$ cat src/hdl/uf_ram.sv
// ----------------------------------------------------------------------------
// uf_ram
// Simple dual-port synchronous RAM, one write and one registered read port.
// ----------------------------------------------------------------------------
module uf_ram #(
    parameter int WIDTH = 8,
    parameter int DEPTH = 16
) (
    input  logic                     i_clk,
    input  logic                     i_we,
    input  logic [$clog2(DEPTH)-1:0] i_waddr,
    input  logic [WIDTH-1:0]         i_wdata,
    input  logic [$clog2(DEPTH)-1:0] i_raddr,
    output logic [WIDTH-1:0]         o_rdata
);

    logic [WIDTH-1:0] r_mem [DEPTH];
    logic [WIDTH-1:0] r_rdata;

    always_ff @(posedge i_clk) begin
        if (i_we) begin
            r_mem[i_waddr] <= i_wdata;
        end
        r_rdata <= r_mem[i_raddr];
    end

    assign o_rdata = r_rdata;

endmodule

$ cat config.mk
export PLATFORM = sky130hd
export DESIGN_NAME = uf_ram
export DESIGN_NICKNAME = d
export VERILOG_FILES = /design/src/hdl/uf_ram.sv
export SDC_FILE = /design/constraint.sdc
export NUM_CORES = 1
export LEC_CHECK = 0
export BUFFER_PORTS_ARGS = -buffer_cell sky130_fd_sc_hd__buf_2
export CELL_PAD_IN_SITES_DETAIL_PLACEMENT = 0
export CELL_PAD_IN_SITES_GLOBAL_PLACEMENT = 1
export CORE_ASPECT_RATIO = 1.75
export CORE_MARGIN = 2
export CORE_UTILIZATION = 45
export CTS_BUF_LIST = sky130_fd_sc_hd__clkbuf_16
export DETAILED_ROUTE_END_ITERATION = 8
export PLACE_DENSITY = 0.75
export SLEW_MARGIN = 10
export SYNTH_ARGS = -nofsm -noshare
export SYNTH_HDL_FRONTEND = slang
export SYNTH_SLANG_ARGS = --single-unit
$ cat constraint.sdc
create_clock -name i_clk -period 1.9 [get_ports i_clk]
set_input_delay 0.38 -clock i_clk [delete_from_list [all_inputs] [get_ports i_clk]]
set_output_delay 0.38 -clock i_clk [all_outputs]
set_load 0.03 [all_outputs]
## Yosys cells after proc, flatten, opt, wreduce, memory -nomap -nowiden

Memory sizes are Yosys's and may differ from the RTL's. A register that Yosys moved wholly into a read port is not among the register bits.
Index checks and enable logic that the tools add are counted.

- Register bits after elaboration: 0
- Memories kept: 1
- Input port bits: 18
- Word-level logic and storage cells: 3
- Memory bits (writable): 128
- Memory bits (read-only): 0
- Bits in latches: 0
- Output and inout port bits: 8

Memories:

| name | depth | width | read ports | clocked after memory_dff | wr ports | RTL line | RTL |
|---|---|---|---|---|---|---|---|
| r_mem | 16 | 8 | 1 | 1 | 1 | 17 | `logic [WIDTH-1:0] r_mem [DEPTH];` |

- Bitwise logic cells: 0
- Shift-type cells: 0
- $lt $le $gt $ge: 0
- Add/sub/neg operators: 0
- Equal/unequal tests: 0
- Multiply operators: 0
- Reductions and logical operators: 0
- Multiplexer cells: 2
- Divide/modulo/power cells: 0

Operators by type and width:

| operator | number |
|---|---|
| $mux W1 | 2 |

## Depth between registers and ports, before layout

- Depth in word-level cells: 2
- Gate-level depth with buffers: 5
- Gate-level depth less buffers: 3

## Least setup slack after synthesis

Ideal clock, no wire load.

- Kind: input to register
- Start: input i_waddr[2]
- End: memory r_mem[0][0] (enable)
- Buffers on the path: 0
- Data required time: 1.517 ns
- Slack: 0.027 ns
- Library setup time: 0.383 ns
- Arrival: 1.490 ns
- Cell stages on the path: 2
- Cell sequence: or3b_2 > nor3_1

RTL lines:

| element | RTL line | RTL |
|---|---|---|
| start, declared | 11 | `input logic [$clog2(DEPTH)-1:0] i_waddr,` |
| end, declared | 17 |  |

Straight into the memory's write port.

## Worst setup path after layout

- Start: register r_rdata[3] (netlist: o_rdata[3]), read port of r_mem
- End: output o_rdata[3]

RTL lines:

| element | RTL line | RTL |
|---|---|---|
| start, declared | 18 | `logic [WIDTH-1:0] r_rdata;` |
| end, declared | 14 | `output logic [WIDTH-1:0] o_rdata` |

No word-level cell between the ends.

==> flow_summary_export.csv <==
group,metric,value,unit
run_status,status,"completed",
synthesis,muxShareOfSynthArea,15.0,%
setup_path,reg2reg_depth,3,
clocking,htreeDepth,4,
clocking,cts_buffers,17,
sta,rsz0062_at_grt,"false",
setup_path,setup.worst_path.end_class,"primary output",
setup_path,critical_path_cell_count,1,
floorplanning,start_util,46.1,%
global_routing,antenna_found_initial,0,
power_and_ir_drop,p_per_area,1130,nW/um^2
synthesis,synth_edf_count,128,
floorplanning,fp.dieH,145,um
detailed_routing,viasPerCell,5.61,
sta,maxSlewHeadroom,73.2,%
synthesis,synth_common_cells,"128 x edfxtp_1, 18 x mux4_2, 16 x a22oi_1",
clocking,clock_path_buffers,2,
floorplanning,num_rows,51,
synthesis,syn-num-nets,247,
sta,period_needed,1.37,ns
min_path,min_from,"i_wdata[1]",
clocking,post_cts_hold_buffer_count,0,
synthesis,avgSynthCellArea,22.5,um^2
synthesis,ys_seq_elements,136,
setup_path,worstSetupStartpointType,"flip-flop",
placement,io_buffers,25,
synthesis,synth.most_common_cell,"edfxtp_1",
global_routing,grt_pass1_vias,2637,
synthesis,ys.flop_type,"edfxtp_1",
synthesis,synth_compound_area_share,2.33,%
setup_path,critPathRequiredTime,1.52,ns
setup_path,cpPeakStageDelay,0.37,ns
min_path,holdCritPathClass,"in -> reg",
synthesis,ys_warn_count,0,
power_and_ir_drop,power.leakage,2.14,nW
global_routing,groute.usage.overall,17.3,%
global_routing,grt_max_degree,33,
setup_path,critPathTopFamily,"flip-flops",
detailed_routing,postRouteAntennaNets,0,
clocking,cts_tree,"built",
setup_path,critPathArrivalTime,0.99,ns
power_and_ir_drop,total_power,7.00,mW
global_routing,grt_pass1_wl,15300,um
sta,worst_slack,0.532,ns
placement,place_hpwl,6530,um
layout,finalInstanceArea,6180,um^2
setup_path,path_max_fanout,1,
setup_path,r2r-end,"o_rdata[6]",
setup_path,cpMaxStageDelayCell,"dfxtp_1",
min_path,min_path_cells,1,
floorplanning,core_area,11200,um^2
sta,hold_viol_final,0,
clocking,cts-root-buf,"clkbuf_16",
min_path,holdPathEnd,"r_mem[5][1]",
sta,clock_skew,0.00509,ns
layout,ff_latch_area,4000,um^2
layout,drive_gt1_share,31.2,%
clocking,cts.clk_slew.worst_paths,0.05,ns
synthesis,synth.top_cell.area_share,74.7,%
clocking,ctsResizeCount,0,
setup_path,critPathBufInv,1,
sta,fmax,731,MHz
synthesis,synth-simple-area-share,3.18,%
floorplanning,die_area,12300,um^2
placement,dp.cells,402,
power_and_ir_drop,irDropWorstVdd,0.665,mV
layout,nets,307,
floorplanning,die-width,84.9,um
synthesis,synth_fa_ha_area_share,0,%
sta,slew_violations,0,
sta,period_share,72.0,%
setup_path,r2r-start,"r_mem[0][6]",
placement,postPlaceCellArea,5580,um^2
synthesis,ys_types,19,
global_routing,overflow,0,
sta,fin_hold_ws,0.359,ns
setup_path,critPathKind,"reg -> out",
setup_path,crit_chain,"buf_2",
clocking,cts.sinks,136,
detailed_routing,wl,9880,um
synthesis,syn_inst,229,
synthesis,synth_xor_area_share,0,%
layout,multi_input_area,1060,um^2
placement,place.gp.congestion,0.793,
setup_path,r2r_slack,0.57,ns
sta,tightest_slew,0.402,ns
layout,n_fill_cell,831,
synthesis,yosysTopAreaCell,"edfxtp_1",
synthesis,synth_top_family_by_area,"multiplexers",
detailed_routing,dr.pass1.iters,4,
detailed_routing,avgRoutedWirePerCell,22.8,um
layout,finalNonFillerCells,433,
synthesis,ys_seq_area_share,77.8,%
synthesis,synthTopCellsByArea,"edfxtp_1 75%, mux4_2 7.9%, mux4_1 7.1%",
clocking,clk_latency,0.40,ns
run,max-cap-violations,0,
layout,syn2layout_area_growth,20.0,%
detailed_routing,drt_iter0_markers,193,
detailed_routing,drc_errors,0,
sta,setup_violations,0,
floorplanning,pin_count,26,
clocking,postCtsSetupBuffers,0,
layout,post-route-util,55.3,%
detailed_routing,vias,2429,
layout,diodes,0,
synthesis,ys_async_sr_fraction,0,%
placement,dp_slack,0.127,ns
sta,finalSetupTns,0,ns
synthesis,syn_area,5150,um^2
-- logic make-up (layout without fill, tap and decap cells) --
logic type             after synthesis  count (layout)
AO/OA/AOI/OAI                       16              16
buffers and inverters               10              82
flip-flops                         136             136
multiplexers                        32              32
AND/OR/NAND/NOR                     35              35
-- report_power, final --
group / switching [mW] / internal, mW / total (mW)
registers: 0.0214 / 3.36 / 3.38
logic: 0.208 / 0.143 / 0.351
clock network: 1.12 / 2.15 / 3.27
-- sequential cells by signal, indices dropped and copies added (netlist names) --
signal   flops
o_rdata      8
r_mem      128
-- area by class of cell --
type | instances | area share [%]
Multi-Input combinational cell | 83 | 17.1
Clock inverter | 14 | 2.69
Timing Repair Buffer | 51 | 5.79
Sequential cell | 136 | 64.8
Clock buffer | 17 | 6.89
Tap cell | 132 | 2.67
-- worst max-delay path by stage --
| stage | from | end | slack [ns] |
|---|---|---|---|
| after global routing | i_raddr[0] | o_rdata[2] | 0.49 |
| final | o_rdata[3] | o_rdata[3] | 0.53 |
| after CTS | o_rdata[3] | o_rdata[3] | 0.49 |
| after global placement | i_raddr[0] | o_rdata[2] | 0.14 |
| after detailed placement | i_raddr[0] | o_rdata[2] | 0.13 |
| after floorplan | i_waddr[2] | r_mem[0][0] | 0.03 |
-- layout by cell type, fill, tap and decap left out --
cell	n
or3b_2	1
and2b_1	1
nand2_1	9
clkbuf_16	17
mux4_1	14
a22oi_1	16
bufinv_16	4
inv_1	3
clkinv_1	4
and2_1	1
nor2b_1	1
nor3_1	4
dfxtp_1	8
buf_4	23
nand3b_1	2
nor2_1	13
mux4_2	18
clkinv_2	1
nand2b_1	2
nand3_1	1
buf_12	3
edfxtp_1	128
buf_2	25
clkinvlp_4	2
-- per-layer routing --
layer	up-vias	GRT usage [%]	share of wire, %
met5	-	0	0
met4	0	7.38	1.5
met3	10	4.25	3.3
met2	77	30.0	56
met1	1252	20.4	39
li1	1090	-	-
Power figures use the tool's default switching activity.
