File: src/hdl/uf_pkg.sv
// ----------------------------------------------------------------------------
// uf_pkg
// Types, constants and helpers shared by the union-find engine.
// ----------------------------------------------------------------------------
package uf_pkg;

    localparam int ELEMENTS = 1024;
    localparam int IDX_W    = $clog2(ELEMENTS);
    localparam int CNT_W    = $clog2(ELEMENTS + 1);

    localparam logic [1:0] REQ_UNION = 2'd0;
    localparam logic [1:0] REQ_FIND  = 2'd1;
    localparam logic [1:0] REQ_SIZE  = 2'd2;

    typedef struct packed {
        logic [1:0] req_type;
        logic [9:0] elem_a;
        logic [9:0] elem_b;
    } t_in_item;

    typedef struct packed {
        logic [9:0]  root_index;
        logic [10:0] set_size;
    } t_out_item;

    typedef struct packed {
        logic             we;
        logic [IDX_W-1:0] waddr;
        logic [IDX_W-1:0] wdata;
        logic [IDX_W-1:0] raddr;
    } t_par_req;

    typedef struct packed {
        logic             we;
        logic [IDX_W-1:0] waddr;
        logic [CNT_W-1:0] wdata;
        logic [IDX_W-1:0] raddr;
    } t_cnt_req;

    typedef enum logic [3:0] {
        ST_CLEAR,
        ST_IDLE,
        ST_RD_A,
        ST_RD_B,
        ST_WALK,
        ST_COMP,
        ST_RD_SIZE,
        ST_SIZE,
        ST_LINK,
        ST_CNT_Q,
        ST_SUM,
        ST_OUT
    } t_state;

    function automatic logic [IDX_W-1:0] clamp_elem(input logic [9:0] v);
        if (32'(v) >= ELEMENTS) begin
            return IDX_W'(ELEMENTS - 1);
        end
        return IDX_W'(v);
    endfunction

endpackage

File: src/hdl/uf_ctrl.sv
// ----------------------------------------------------------------------------
// uf_ctrl
// Request sequencer: clearing sweep, root walk, path compression, linking,
// size update and the output register.
// ----------------------------------------------------------------------------
module uf_ctrl (
    input  logic                        i_clk,
    input  logic                        i_rst_n,
    input  logic                        i_in_valid,
    input  uf_pkg::t_in_item            i_in_item,
    output logic                        o_in_stall,
    output logic                        o_out_valid,
    output uf_pkg::t_out_item           o_out_item,
    input  logic                        i_out_stall,
    output uf_pkg::t_par_req            o_par_req,
    input  logic [uf_pkg::IDX_W-1:0]    i_par_rdata,
    output uf_pkg::t_cnt_req            o_cnt_req,
    input  logic [uf_pkg::CNT_W-1:0]    i_cnt_rdata
);

    uf_pkg::t_state           r_state, n_state;
    logic                     r_union, n_union;
    logic                     r_second, n_second;
    logic [uf_pkg::IDX_W-1:0] r_a, n_a;
    logic [uf_pkg::IDX_W-1:0] r_b, n_b;
    logic [uf_pkg::IDX_W-1:0] r_cur, n_cur;
    logic [uf_pkg::IDX_W-1:0] r_start, n_start;
    logic [uf_pkg::IDX_W-1:0] r_root, n_root;
    logic [uf_pkg::IDX_W-1:0] r_p, n_p;
    logic [uf_pkg::CNT_W-1:0] r_cp, n_cp;
    logic [uf_pkg::CNT_W-1:0] r_size, n_size;
    logic                     r_out_valid, n_out_valid;
    uf_pkg::t_out_item        r_out_item, n_out_item;

    logic                     found;
    logic [uf_pkg::IDX_W-1:0] root_now;
    logic [uf_pkg::CNT_W-1:0] sum;

    assign sum = r_cp + i_cnt_rdata;

    always_ff @(posedge i_clk) begin
        if (!i_rst_n) begin
            r_state     <= uf_pkg::ST_CLEAR;
            r_cur       <= '0;
            r_out_valid <= 1'b0;
        end else begin
            r_state     <= n_state;
            r_cur       <= n_cur;
            r_out_valid <= n_out_valid;
        end
        r_union    <= n_union;
        r_second   <= n_second;
        r_a        <= n_a;
        r_b        <= n_b;
        r_start    <= n_start;
        r_root     <= n_root;
        r_p        <= n_p;
        r_cp       <= n_cp;
        r_size     <= n_size;
        r_out_item <= n_out_item;
    end

    always_comb begin
        n_state     = r_state;
        n_union     = r_union;
        n_second    = r_second;
        n_a         = r_a;
        n_b         = r_b;
        n_cur       = r_cur;
        n_start     = r_start;
        n_root      = r_root;
        n_p         = r_p;
        n_cp        = r_cp;
        n_size      = r_size;
        n_out_valid = r_out_valid;
        n_out_item  = r_out_item;
        o_par_req   = '0;
        o_cnt_req   = '0;
        found       = 1'b0;
        root_now    = r_root;

        if (r_out_valid && !i_out_stall) begin
            n_out_valid = 1'b0;
        end

        case (r_state)
            uf_pkg::ST_CLEAR: begin
                o_par_req.we    = 1'b1;
                o_par_req.waddr = r_cur;
                o_par_req.wdata = r_cur;
                o_cnt_req.we    = 1'b1;
                o_cnt_req.waddr = r_cur;
                o_cnt_req.wdata = uf_pkg::CNT_W'(1);
                n_cur           = r_cur + 1'b1;
                if (r_cur == uf_pkg::IDX_W'(uf_pkg::ELEMENTS - 1)) begin
                    n_state = uf_pkg::ST_IDLE;
                end
            end
            uf_pkg::ST_IDLE: begin
                if (i_in_valid) begin
                    n_union = (i_in_item.req_type == uf_pkg::REQ_UNION);
                    n_a     = uf_pkg::clamp_elem(i_in_item.elem_a);
                    n_b     = uf_pkg::clamp_elem(i_in_item.elem_b);
                    n_state = uf_pkg::ST_RD_A;
                end
            end
            uf_pkg::ST_RD_A: begin
                o_par_req.raddr = r_a;
                n_cur           = r_a;
                n_start         = r_a;
                n_second        = 1'b0;
                n_state         = uf_pkg::ST_WALK;
            end
            uf_pkg::ST_RD_B: begin
                o_par_req.raddr = r_b;
                n_cur           = r_b;
                n_start         = r_b;
                n_second        = 1'b1;
                n_state         = uf_pkg::ST_WALK;
            end
            uf_pkg::ST_WALK: begin
                if (i_par_rdata == r_cur) begin
                    n_root   = r_cur;
                    root_now = r_cur;
                    if (r_start == r_cur) begin
                        found = 1'b1;
                    end else begin
                        o_par_req.raddr = r_start;
                        n_cur           = r_start;
                        n_state         = uf_pkg::ST_COMP;
                    end
                end else begin
                    o_par_req.raddr = i_par_rdata;
                    n_cur           = i_par_rdata;
                end
            end
            uf_pkg::ST_COMP: begin
                // point the visited element at the root
                o_par_req.we    = 1'b1;
                o_par_req.waddr = r_cur;
                o_par_req.wdata = r_root;
                if (i_par_rdata == r_root) begin
                    found = 1'b1;
                end else begin
                    o_par_req.raddr = i_par_rdata;
                    n_cur           = i_par_rdata;
                end
            end
            uf_pkg::ST_RD_SIZE: begin
                o_cnt_req.raddr = r_root;
                n_state         = uf_pkg::ST_SIZE;
            end
            uf_pkg::ST_SIZE: begin
                n_size  = i_cnt_rdata;
                n_state = uf_pkg::ST_OUT;
            end
            uf_pkg::ST_LINK: begin
                o_par_req.we    = 1'b1;
                o_par_req.waddr = r_p;
                o_par_req.wdata = r_root;
                o_cnt_req.raddr = r_p;
                n_state         = uf_pkg::ST_CNT_Q;
            end
            uf_pkg::ST_CNT_Q: begin
                n_cp            = i_cnt_rdata;
                o_cnt_req.raddr = r_root;
                n_state         = uf_pkg::ST_SUM;
            end
            uf_pkg::ST_SUM: begin
                o_cnt_req.we    = 1'b1;
                o_cnt_req.waddr = r_root;
                o_cnt_req.wdata = sum;
                n_size          = sum;
                n_state         = uf_pkg::ST_OUT;
            end
            uf_pkg::ST_OUT: begin
                if (!r_out_valid || !i_out_stall) begin
                    n_out_valid           = 1'b1;
                    n_out_item.root_index = 10'(r_root);
                    n_out_item.set_size   = 11'(r_size);
                    n_state               = uf_pkg::ST_IDLE;
                end
            end
            default: begin
                n_state = uf_pkg::ST_IDLE;
            end
        endcase

        // root of the current walk is known
        if (found) begin
            if (r_union && !r_second) begin
                n_p     = root_now;
                n_state = uf_pkg::ST_RD_B;
            end else if (r_union && (r_p != root_now)) begin
                n_state = uf_pkg::ST_LINK;
            end else begin
                n_state = uf_pkg::ST_RD_SIZE;
            end
        end
    end

    assign o_in_stall  = (r_state != uf_pkg::ST_IDLE);
    assign o_out_valid = r_out_valid;
    assign o_out_item  = r_out_item;

endmodule

File: config.mk
export PLATFORM = sky130hd
export DESIGN_NAME = uf_ctrl
export DESIGN_NICKNAME = d
export VERILOG_FILES = /design/src/hdl/uf_pkg.sv /design/src/hdl/uf_ctrl.sv
export SDC_FILE = /design/constraint.sdc
export NUM_CORES = 1
export LEC_CHECK = 0
export CAP_MARGIN = 20
export CORE_MARGIN = 2
export CORE_UTILIZATION = 58
export DETAILED_ROUTE_END_ITERATION = 12
export DONT_BUFFER_PORTS = 1
export PLACE_DENSITY = 0.76
export SLEW_MARGIN = 20
export SYNTH_ARGS = -nofsm -noshare
export SYNTH_HDL_FRONTEND = slang
export SYNTH_SLANG_ARGS = --single-unit
File: constraint.sdc
create_clock -name i_clk -period 3.1 [get_ports i_clk]
set_input_delay 0.62 -clock i_clk [delete_from_list [all_inputs] [get_ports i_clk]]
set_output_delay 0.62 -clock i_clk [all_outputs]
set_load 0.01 [all_outputs]
After elaboration in Yosys (flattened, before gate mapping)
Index checks and enable logic that the tools add are counted.

storage, ports and cells
  register bits after elaboration = 110
  input port bits = 47
  output and inout port bits = 86
  logic and storage cells = 93

operators by class
  $add $sub $neg = 2
  equal/unequal tests = 25
  mux-type cells = 32
  reductions and logical operators = 20

operators by type and width
  cell                                                 count
  two-way mux 10 bit                                   8
  one-hot mux 21 bit (3 select lines)                  1
  one-hot mux 10 bit (5 select lines)                  1
  one-hot mux 22 bit (2 select lines)                  1
  one-hot mux 10 bit (2 select lines)                  2
  one-hot mux 10 bit (4 select lines)                  1
  one-hot mux 4 bit (10 select lines)                  1
  two-way mux 4 bit                                    8
  equality test 10 bit                                 3
  one-hot mux 11 bit (2 select lines)                  1
  != test 3 bit, second input constant                 6
  equality test 4 x 3 -> 1 bit, second input constant  4
  equality test 4 bit, second input constant           4
  adder 11 bit                                         1
  adder 10 x 1 -> 10 bit, second input constant        1
  equality test 10 bit, second input constant          1
  != test 10 bit                                       1
  equality test 4 x 2 -> 1 bit, second input constant  2
  two-way mux 1 bit                                    6
  AND reduction 2 bit                                  3
  AND reduction 6 bit                                  1
  OR reduction 2 bit                                   3
  nonzero test 5 bit                                   1
  equality test 4 x 1 -> 1 bit, second input constant  1
  other kinds (10)                                     17

Depth between registers and ports, before layout
  word-level depth = 8
  gate-level depth with buffers = 9
  gate-level depth less buffers = 9

Worst setup path after synthesis
No wires, ideal clock.

  path kind = input to output
  from = input i_cnt_rdata[0] in the netlist's numbering
  to = output o_cnt_req[20] in the netlist's numbering
  arrival = 2510 ps
  data required time = 2480 ps
  slack = -30 ps
  cell stages on the path = 9
  path buffers = 0
  cells stage by stage = ha_1 fa_1 a21o_1 a21oi_1 o211ai_1 a31o_2 a21oi_1 xnor3_1 nor2_1

RTL lines
  element      RTL line       text
  from (decl)  uf_ctrl.sv:18  input logic [uf_pkg::CNT_W-1:0] i_cnt_rdata
  to (decl)    uf_ctrl.sv:17  output uf_pkg::t_cnt_req o_cnt_req,

==> impl_metrics.yaml <==
worst_setup_path:
  crit_fanout: 3
  worstReg2RegEnd: "r_cur[0]"
  endpoint_kind: "output port"
  path_cells: "ha_2, fa_2, a21o_1, a21oi_2, o211ai_1, a31o_2, a21oi_2, xnor3_1, nor2_2"
  critPathLaunchType: "flip-flop"
  rrSetupSlack_ns: 0.43
  worstRegToRegCells: 8
  slowest_stage: "edfxtp_1"
  critPathKind: "reg -> out"
  r2r_start: "r_state[0]"
  critPathMaxStageDelay_ns: 0.40
  cp_common_cell: "a21oi_2"
  worst_ep_arrival_time_ns: 2.62
  cp_data_required_time_ns: 2.48
flow_run:
  max_cap_viol_count: 0
placed_design:
  place_ws_ns: -0.0908
  port_buffers: 0
  routabilityCongestion: 0.972
  place_hpwl_microns: 11400
logic_synthesis:
  yosysWarnings: 0
  yosysTopAreaCell: "edfxtp_1"
  synth_seq_cells: 110
  ys.flop_type: "edfxtp_1"
  synth.top_cell.area_share: 0.416
  synth_cell_types: 59
  synth_edf_count: 85
  synth_area_sq_um: 6140
  ys_seq_area_frac: 0.498
  async_flop_share: 0
  synth_area_leaders: "edfxtp_1 42%, dfxtp_1 8.2%, a22o_1 5.4%"
  synth_fp_nets: 617
  avgSynthCellArea_sq_um: 11.0
  syn_inst: 558
detailed_routing:
  routedWlPerCell_microns: 21.5
  drt_iter0_drc: 443
  dr.pass1.iters: 7
  routed_wl_microns: 15300
  vias_per_cell: 6.53
  routed-via-count: 4656
  drc: 0
  antenna_violating_nets_post_route: 0
grt:
  grt_pass1_wl_microns: 23700
  grt_max_degree: 26
  first_global_vias: 4449
  grt_antenna_before_repair: 0
  track_usage: 0.271
  grt_overflow: 0
timing:
  fin_skew_ns: 0.0162
  worstMarginPinSlew_ns: 0.966
  relSlewSlack: 0.353
  finalCritPeriodShare: 1.05
  setup_ws_ns: -0.144
  fin_setup_tns_ns: -0.232
  finalCriticalPeriod_ns: 3.24
  max_freq_mhz: 308
  rsz0062_at_grt: "yes"
  hold_viol_final: 0
  setup_viol: 2
  drv_slew: 0
power:
  pwr_density_cell_nw_per_um2: 635
  total_power_mw: 4.24
  p_leak_nw: 2.45
  p_sw_mw: 1.58
  p_int_mw: 2.66
  switching_share: 0.372
  combPwrFrac: 0.359
  p_seq_frac: 0.437
  ir_worst_vdd_uv: 462
  clkPwrFrac: 0.204
die:
  die_y_microns: 107
  row_count: 37
  dieWidth_microns: 107
  io_pins: 133
  die_area_sq_um: 11400
  core_sq_um: 10300
  initial_core_util: 0.597
min_path:
  min-delay-start: "i_cnt_rdata[6]"
  hold_class: "in -> reg"
  min_path_cells: 0
  min_to: "r_cp[6]"
cells_and_area:
  final_core_util: 0.650
  antenna_cells: 0
  syn_to_final_growth_pct: 8.85
  nets: 631
  drive_above_1_share: 0.184
cts:
  clockBufferDepth: 2
  cts_buffers: 9
  clkSinkCount: 110
  clkLatencyLatePin_ns: 0.40
  cts_tree: "built"
  cts_root_buffer: "clkbuf_8"
  path_clk_slew_ns: 0.11
  h-tree-depth: 3
  hold_buffers: 0
run_status:
  outcome: "finished, violations left"
  violations: "setup timing"
[placed cells by master, fill, tap and decap left out, types with 5 or more instances in the layout]
cell | Yosys | layout
mux2i_1 | 16 | 16
a21oi_1 | 21 | 17
nor2b_1 | 5 | 5
nor2_1 | 39 | 36
xnor2_1 | 34 | 34
a22o_1 | 38 | 38
nand3_1 | 9 | 9
ha_1 | 11 | 10
buf_4 | 2 | 40
dfxtp_2 | 0 | 7
nor3_1 | 13 | 12
nand2_1 | 46 | 45
inv_1 | 12 | 12
clkbuf_8 | 0 | 9
a222oi_1 | 9 | 9
dfxtp_1 | 25 | 18
mux2_2 | 18 | 18
o22ai_1 | 6 | 6
xor2_1 | 22 | 22
o21ai_0 | 19 | 18
a21o_1 | 12 | 12
edfxtp_1 | 85 | 85
nand4_1 | 11 | 11
nand2b_1 | 9 | 9
a31oi_1 | 5 | 5
[worst max-delay path: cells and delay by family, from the launching register on]
kind,cells,cell delay (ns)
adders and majority gates,2,0.55
and+or+nand+nor,1,0.14
AOI/OAI and AO/OA,5,0.91
DFF,1,0.40
xor gates and xnor gates,1,0.23
[worst max-delay path by stage]
stage / start / endpoint / slack, ns / cells after the start
finish: r_cp[0] / o_cnt_req[20] / -0.14 / 9
global route: r_cp[0] / o_cnt_req[20] / -0.28 / 9
CTS: r_cp[0] / o_cnt_req[20] / -0.18 / 9
detailed placement: i_cnt_rdata[0] / o_cnt_req[20] / -0.09 / 9
global placement: i_cnt_rdata[0] / o_cnt_req[20] / -0.08 / 9
floorplan: i_cnt_rdata[0] / o_cnt_req[20] / 0.04 / 9
[registers in the layout, summed over array words and instances (netlist names), 4 cells and up]
name,flops
r_state,4
r_size,11
r_a,10
r_cur,10
r_cp,11
r_start,10
o_out_item,21
r_b,10
r_root,10
r_p,10
[synthesized netlist by cell type, types with 5 or more instances]
| library cell | n |
|---|---|
| buf_2 | 7 |
| nor2_1 | 39 |
| mux2_2 | 18 |
| nor3_1 | 13 |
| inv_1 | 12 |
| edfxtp_1 | 85 |
| dfxtp_1 | 25 |
| clkbuf_1 | 20 |
| nand2_1 | 46 |
| nor2b_1 | 5 |
| mux2i_1 | 16 |
| a21oi_1 | 21 |
| nand2b_1 | 9 |
| xnor2_1 | 34 |
| a31oi_1 | 5 |
| nand4_1 | 11 |
| a22o_1 | 38 |
| xor2_1 | 22 |
| ha_1 | 11 |
| o21ai_0 | 19 |
| nand3_1 | 9 |
| o22ai_1 | 6 |
| a222oi_1 | 9 |
| buf_6 | 5 |
| a21o_1 | 12 |
[layout make-up]
| class | count | area, sq um |
|---|---|---|
| inverter | 12 | 45.0 |
| sequential | 110 | 3060 |
| tap | 136 | 170 |
| multi-input combinational | 398 | 2890 |
| clock inverter | 6 | 62.6 |
| clock buffer | 10 | 128 |
| timing repair buffer | 41 | 320 |
| fill | 804 | 3600 |
[per-layer routing]
layer  track usage  share of wire  vias up
met4        0.0974          0.019        0
met5             0              0        -
met1         0.349           0.42     2262
met3        0.0930          0.097       25
met2         0.426           0.46      240
li1              -              -     2129
[power by group through the flow]
stage	combinational (mW)	clock [mW]	sequential, mW
after CTS	1.50	0.880	1.84
final	1.52	0.865	1.85
after detailed placement	1.49	0	1.87
after floorplan	1.23	0	1.76
after global routing	1.64	0.919	1.87
after global placement	1.48	0	1.87
[stage by stage]
stage	instance area (sq um)	hold slack, ns	cells
detailed placement	6380	0.405	691
CTS	6610	0.292	708
global route	6680	0.286	713
finish	6680	0.303	713
floorplan	6140	0.400	558
global placement	6380	0.400	691
[logic make-up (layout without fill, tap and decap cells)]
kind of cell,count (synthesis),in the layout,share of synthesized area
AND/OR/NAND/NOR,155,155,0.124
AO/OA/AOI/OAI,140,140,0.171
flip-flops,110,110,0.498
XOR/XNOR,57,57,0.0836
buffers and inverters,50,69,0.0398
multiplexers,34,34,0.0591
adder cells (fa/ha/maj),12,12,0.0257
[timing repair]
action,CTS,global route
setup endpoints to repair,7,13
cloned,0,0
setup buffers,1,5
resized for setup,7,12
pin swaps,6,3
(Power assumes the default switching activity.)
